`src/hdl/sttu_pkg.sv`:
```
// Package: shared constants, codes and command/status types for the timer table.
`timescale 1ns / 1ps
package sttu_pkg;
    localparam int NUM_TIMERS = 8;
    localparam int SLOT_W     = $clog2(NUM_TIMERS);
    localparam int US_PER_MS  = 1000;

    // Reciprocal of 1000 scaled by 2^35; exact for every sum of remainder and
    // tick length (below 2^25).
    localparam logic [25:0] TICK_RECIP       = 26'd34359739;
    localparam int          TICK_RECIP_SHIFT = 35;

    localparam logic [2:0] MODE_TICK    = 3'd0;
    localparam logic [2:0] MODE_CREATE  = 3'd1;
    localparam logic [2:0] MODE_START   = 3'd2;
    localparam logic [2:0] MODE_STOP    = 3'd3;
    localparam logic [2:0] MODE_DELETE  = 3'd4;
    localparam logic [2:0] MODE_SETPER  = 3'd5;
    localparam logic [2:0] MODE_SETREM  = 3'd6;
    localparam logic [2:0] MODE_POLL    = 3'd7;

    localparam logic [2:0] ST_OK        = 3'd0;
    localparam logic [2:0] ST_BAD_ID    = 3'd1;
    localparam logic [2:0] ST_NOT_ALLOC = 3'd2;
    localparam logic [2:0] ST_INACTIVE  = 3'd3;
    localparam logic [2:0] ST_FULL      = 3'd4;

    localparam logic [24:0] TICK_RESET  = 25'd1000;

    // Controller to datapath commands.
    typedef struct packed {
        logic             load;      // capture request fields
        logic             tick_step; // capture whole milliseconds of the remainder
        logic             tick_fold; // add them to the uptime, keep the rest
        logic             exec;      // execute a single-result operation
        logic             poll_chk;  // not set by the controller nor read by the datapath
        logic             catchup;   // advance periodic expiry by one period
        logic             deact;     // deactivate scan slot
        logic             scan_inc;
        logic             emit;      // load output register
        logic             emit_fired;
        logic             emit_last;
    } sttu_cmd_t;

    typedef struct packed {
        logic more_hits;   // an expired timer lies beyond the scan slot
        logic slot_hit;    // scan slot expired and active
        logic need_catch;  // expiry still not past now
        logic periodic_nz; // scan slot periodic with non-zero period
        logic scan_done;
    } sttu_sts_t;
endpackage

```
`src/hdl/sttu_ctrl.sv`:
```
// Controller: sequences ticks, single operations and the poll scan.
`timescale 1ns / 1ps
module sttu_ctrl
(
    input  logic                clk,
    input  logic                rst_n,
    input  logic                in_valid,
    output logic                in_ready,
    input  logic [2:0]          in_mode,
    output logic                out_valid,
    input  logic                out_ready,
    output sttu_pkg::sttu_cmd_t cmd,
    input  sttu_pkg::sttu_sts_t sts
);
    import sttu_pkg::*;

    localparam logic [2:0] S_IDLE  = 3'd0;
    localparam logic [2:0] S_TICK  = 3'd1;
    localparam logic [2:0] S_EXEC  = 3'd2;
    localparam logic [2:0] S_SCAN  = 3'd3;
    localparam logic [2:0] S_CATCH = 3'd4;
    localparam logic [2:0] S_WAIT  = 3'd5;
    localparam logic [2:0] S_FOLD  = 3'd6;

    logic [2:0] state_reg, state_next;
    logic       ov_reg, ov_next;
    logic       any_reg, any_next;
    logic [3:0] cnt_reg, cnt_next;

    assign out_valid = ov_reg;
    assign in_ready  = (state_reg == S_IDLE) && !ov_reg;

    always_comb
    begin
        cmd        = '0;
        state_next = state_reg;
        ov_next    = ov_reg && !out_ready;
        any_next   = any_reg;
        cnt_next   = cnt_reg;
        unique case (state_reg)
            S_IDLE:
                if (in_valid && in_ready)
                begin
                    cmd.load   = 1'b1;
                    any_next   = 1'b0;
                    cnt_next   = '0;
                    state_next = (in_mode == MODE_TICK) ? S_TICK :
                                 (in_mode == MODE_POLL) ? S_SCAN : S_EXEC;
                end
            S_TICK:
            begin
                cmd.tick_step = 1'b1;
                state_next = S_FOLD;
            end
            S_FOLD:
            begin
                cmd.tick_fold = 1'b1;
                cmd.emit = 1'b1;
                cmd.emit_last = 1'b1;
                ov_next = 1'b1;
                state_next = S_IDLE;
            end
            S_EXEC:
            begin
                cmd.exec = 1'b1;
                cmd.emit = 1'b1;
                cmd.emit_last = 1'b1;
                ov_next = 1'b1;
                state_next = S_IDLE;
            end
            S_SCAN:
                if (ov_reg)
                begin
                end
                else if (sts.scan_done || cnt_reg == 4'd8)
                begin
                    if (!any_reg)
                    begin
                        cmd.emit = 1'b1;
                        cmd.emit_last = 1'b1;
                        ov_next = 1'b1;
                    end
                    state_next = S_IDLE;
                end
                else if (sts.slot_hit)
                begin
                    if (sts.periodic_nz)
                    begin
                        cmd.catchup = 1'b1;
                        state_next = S_CATCH;
                    end
                    else
                    begin
                        cmd.deact = 1'b1;
                        state_next = S_WAIT;
                    end
                end
                else
                    cmd.scan_inc = 1'b1;
            S_CATCH:
                if (sts.need_catch)
                    cmd.catchup = 1'b1;
                else
                    state_next = S_WAIT;
            S_WAIT:
            begin
                // The result is the last one when no later slot has expired.
                cmd.emit = 1'b1;
                cmd.emit_fired = 1'b1;
                cmd.emit_last = !sts.more_hits;
                ov_next = 1'b1;
                any_next = 1'b1;
                cnt_next = cnt_reg + 4'd1;
                cmd.scan_inc = 1'b1;
                state_next = S_SCAN;
            end
            default:
                state_next = S_IDLE;
        endcase
    end

    always_ff @(posedge clk or negedge rst_n)
    begin
        if (!rst_n)
        begin
            state_reg <= S_IDLE;
            ov_reg    <= 1'b0;
            any_reg   <= 1'b0;
            cnt_reg   <= '0;
        end
        else
        begin
            state_reg <= state_next;
            ov_reg    <= ov_next;
            any_reg   <= any_next;
            cnt_reg   <= cnt_next;
        end
    end
endmodule

```
`config.mk`:
```
export PLATFORM = sky130hd
export DESIGN_NAME = sttu_ctrl
export DESIGN_NICKNAME = d
export VERILOG_FILES = /design/src/hdl/sttu_pkg.sv /design/src/hdl/sttu_ctrl.sv
export SDC_FILE = /design/constraint.sdc
export NUM_CORES = 1
export LEC_CHECK = 0
export BUFFER_PORTS_ARGS = -buffer_cell sky130_fd_sc_hd__buf_4
export CAP_MARGIN = 20
export CORE_MARGIN = 4
export CORE_UTILIZATION = 47
export DETAILED_ROUTE_END_ITERATION = 12
export PLACE_DENSITY = 0.74
export SLEW_MARGIN = 20
export SYNTH_ARGS = -nofsm -noshare
export SYNTH_HDL_FRONTEND = slang
export SYNTH_SLANG_ARGS = --single-unit
```
`constraint.sdc`:
```
create_clock -name clk -period 2.3 [get_ports clk]
set_clock_uncertainty 0.2 [all_clocks]
set_input_delay 0.46 -clock clk [delete_from_list [all_inputs] [get_ports clk]]
set_output_delay 0.46 -clock clk [all_outputs]
set_load 0.1 [all_outputs]
```
==> out/results.tsv <==
stage	metric	value	unit
status	status	complete, but fails checks	
status	failing checks	setup timing	
worst_setup_path	required time worst endpoint	1.64	ns
logic_synthesis	post-synthesis mux area share	0.0167	
logic_synthesis	register area share after synthesis	0.334	
global_route	grt total ovfl	0	
logic_synthesis	Synth cell types	32	
final_layout	fill cell total of the finished layout	64	
floorplan	chip height	45.9	µm
sta	WHS	0.312	ns
route	vias	839	
placement	Post-Place Setup Slack	0.0638	ns
logic_synthesis	EDFF count, synth	0	
logic_synthesis	XOR/XNOR Fraction of Synth Area	0	
sta	final setup margin	-0.118	ns
global_route	largest net degree at the start of global routing	10	
global_route	All-Layer GR Usage	0.250	
clock_tree	H-tree Lvls	1	
global_route	initial antenna violation count	0	
floorplan	chip width	45.9	µm
global_route	vias in the first global route	801	
job	max-cap viol count	0	
worst_setup_path	CP Capture Type	primary output	
worst_setup_path	worst-path fanout max	3	
route	post-DR wirelength/cell	20.2	µm
final_layout	commonest non-fill, non-tap cell in the layout	buf_4	
floorplan	core area	0.00133	mm²
logic_synthesis	Synth Area in Adders	0.0371	
floorplan	Initial Util	0.506	
sta	max-slew violations	0	
placement	GP Congestion	0.779	
route	Routed WL	2720	µm
route	DR vias/cell	6.21	
floorplan	I/O pin total	25	
placement	HPWL Detailed	1420	µm
logic_synthesis	syn_area_per_cell	8.54	µm²
route	DRC Markers	0	
floorplan	die area	0.00210	mm²
logic_synthesis	asr flop ratio synth	1.00	
worst_hold_path	Hold Path Class	input pin to register	
clock_tree	clock-pin slew on the worst setup and hold paths	0.07	ns
final_layout	Nets	135	
placement	IO buf count	23	
logic_synthesis	area of the mapped netlist	674	µm²
clock_tree	Clock Root Buffer	clkbuf_4	
final_layout	diode count	0	
worst_setup_path	Critical Path AT	1.76	ns
final_layout	max reg flops	4	
global_route	first-pass GRT wire length	3710	µm
logic_synthesis	simple logic cell fraction of the synthesized area	0.282	
logic_synthesis	ys flop type	dfrtp_1	
sta	setup repair after global routing missed its margin	yes	
sta	final setup vio count	5	
route	Pre-antenna DRT Iters	4	
final_layout	layout cells sized above 1	0.592	
clock_tree	CTS Buf Count	3	
sta	crit share post-route	1.05	
clock_tree	clock tree buffer depth	2	
route	1st-iter DRT viols	28	
logic_synthesis	Syn Inst Count	79	
sta	Final min period	2.42	ns
logic_synthesis	Yosys warnings	0	
sta	Hold Vio Cnt, Final	0	
worst_setup_path	CP Launch Type	register	
final_layout	P&R area growth vs syn	79.0	%
sta	Max Freq	414	MHz
clock_tree	later-pin clock latency in the skew report	0.27	ns
final_layout	commonest non-fill, non-tap cells in the layout	buf_4 (33), inv_1 (6)	
logic_synthesis	Synthesized Nets	93	
logic_synthesis	largest family of logic cells by synthesized area	simple AND/OR/NAND/NOR gates	
floorplan	# rows	13	
clock_tree	clock tree from TritonCTS	built	
logic_synthesis	#FFs+latches synth	9	
clock_tree	CTS sink count	9	
worst_setup_path	CP Class	register to primary output	
logic_synthesis	Synth Area in Compound Gates	0.197	
route	Post-DRT Antenna Nets	0	
cell families after synthesis:
family | after synthesis
and+or+nand+nor | 32
AOI/OAI and AO/OA | 19
buffers and inverters | 15
DFF | 9
adders and majority gates | 2
muxes | 1
other | 1
worst max-delay path: stages, from the launching register on:
cell and delay [ns]:
dfrtp_1 0.39, inv_2 0.07, ha_4 0.16, and3b_1 0.18, o211ai_1 0.21, buf_4 0.19, o221ai_4 0.11, buf_12 0.18
synth_stat cells, drive strengths merged (2+ instances only):
master / number / area (µm²)
or3: 2 / 12.5
ha: 2 / 25.0
o31ai: 3 / 22.5
nor2b: 2 / 12.5
dfrtp: 9 / 225
nor2: 2 / 15.0
nand3b: 3 / 22.5
nand2b: 2 / 12.5
nand3: 6 / 30.0
inv: 10 / 37.5
nor3: 4 / 20.0
a21oi: 5 / 28.8
o21ai: 5 / 25.0
buf: 5 / 48.8
nand2: 6 / 22.5
path summary, 6_finish.rpt:
| path | start | end | slack, ns | depth (start not counted) |
|---|---|---|---|---|
| worst max-delay path | cnt_reg[0]$_DFFE_PN0P_ | cmd[0] | -0.12 | 7 |
| worst min-delay path | out_ready | out_valid$_DFF_PN0_ | 0.31 | 3 |
| worst max register to register | state_reg[1]$_DFFE_PN0P_ | cnt_reg[2]$_DFFE_PN0P_ | 0.41 | 5 |
| worst min register to register | cnt_reg[1]$_DFFE_PN0P_ | cnt_reg[1]$_DFFE_PN0P_ | 0.40 | 2 |
| max in group asynchronous | rst_n | out_valid$_DFF_PN0_ | 1.37 | 2 |
| min in group asynchronous | rst_n | cnt_reg[0]$_DFFE_PN0P_ | 0.36 | 2 |
timing repair:
| item | 4_1_cts | 5_1_grt |
|---|---|---|
| gates resized for setup | 22 | 7 |
| buffers inserted | 6 | 3 |
| endpoints found under the hold margin | 9 | 0 |
| pin swaps | 8 | 3 |
| endpoints found under the setup margin | 6 | 8 |
| hold buffers | 1 | 0 |
metal layers:
metal  vias to the layer above  global-route usage  wire, µm
li1                        363                   -         -
met5                         -                   0         0
met3                        10              0.0830       281
met1                       399               0.266       954
met2                        67               0.473      1380
met4                         0              0.0398       104
layout make-up:
type	count	area, µm²	share of cell area
multi-input combinational	55	493	0.408
tap	15	18.8	0.0155
clock buffer	4	26.3	0.0218
timing repair buffer	42	395	0.327
sequential	9	233	0.193
inverter	10	41.3	0.0342
through the flow:
step | utilization | setup TNS, ns | area, µm² | instances
2_1_floorplan | - | -0.884 | 785 | 79
3_3_place_gp | 0.746 | 0 | 995 | 121
3_5_place_dp | 0.746 | 0 | 995 | 121
4_1_cts | 0.869 | -0.0941 | 1160 | 132
5_1_grt | 0.905 | -0.740 | 1210 | 135
6_report | 0.905 | -0.292 | 1210 | 135
Power is left out: the tool's default activity adds up to more than one toggle a clock period on the data nets, which glitch-free logic cannot reach.
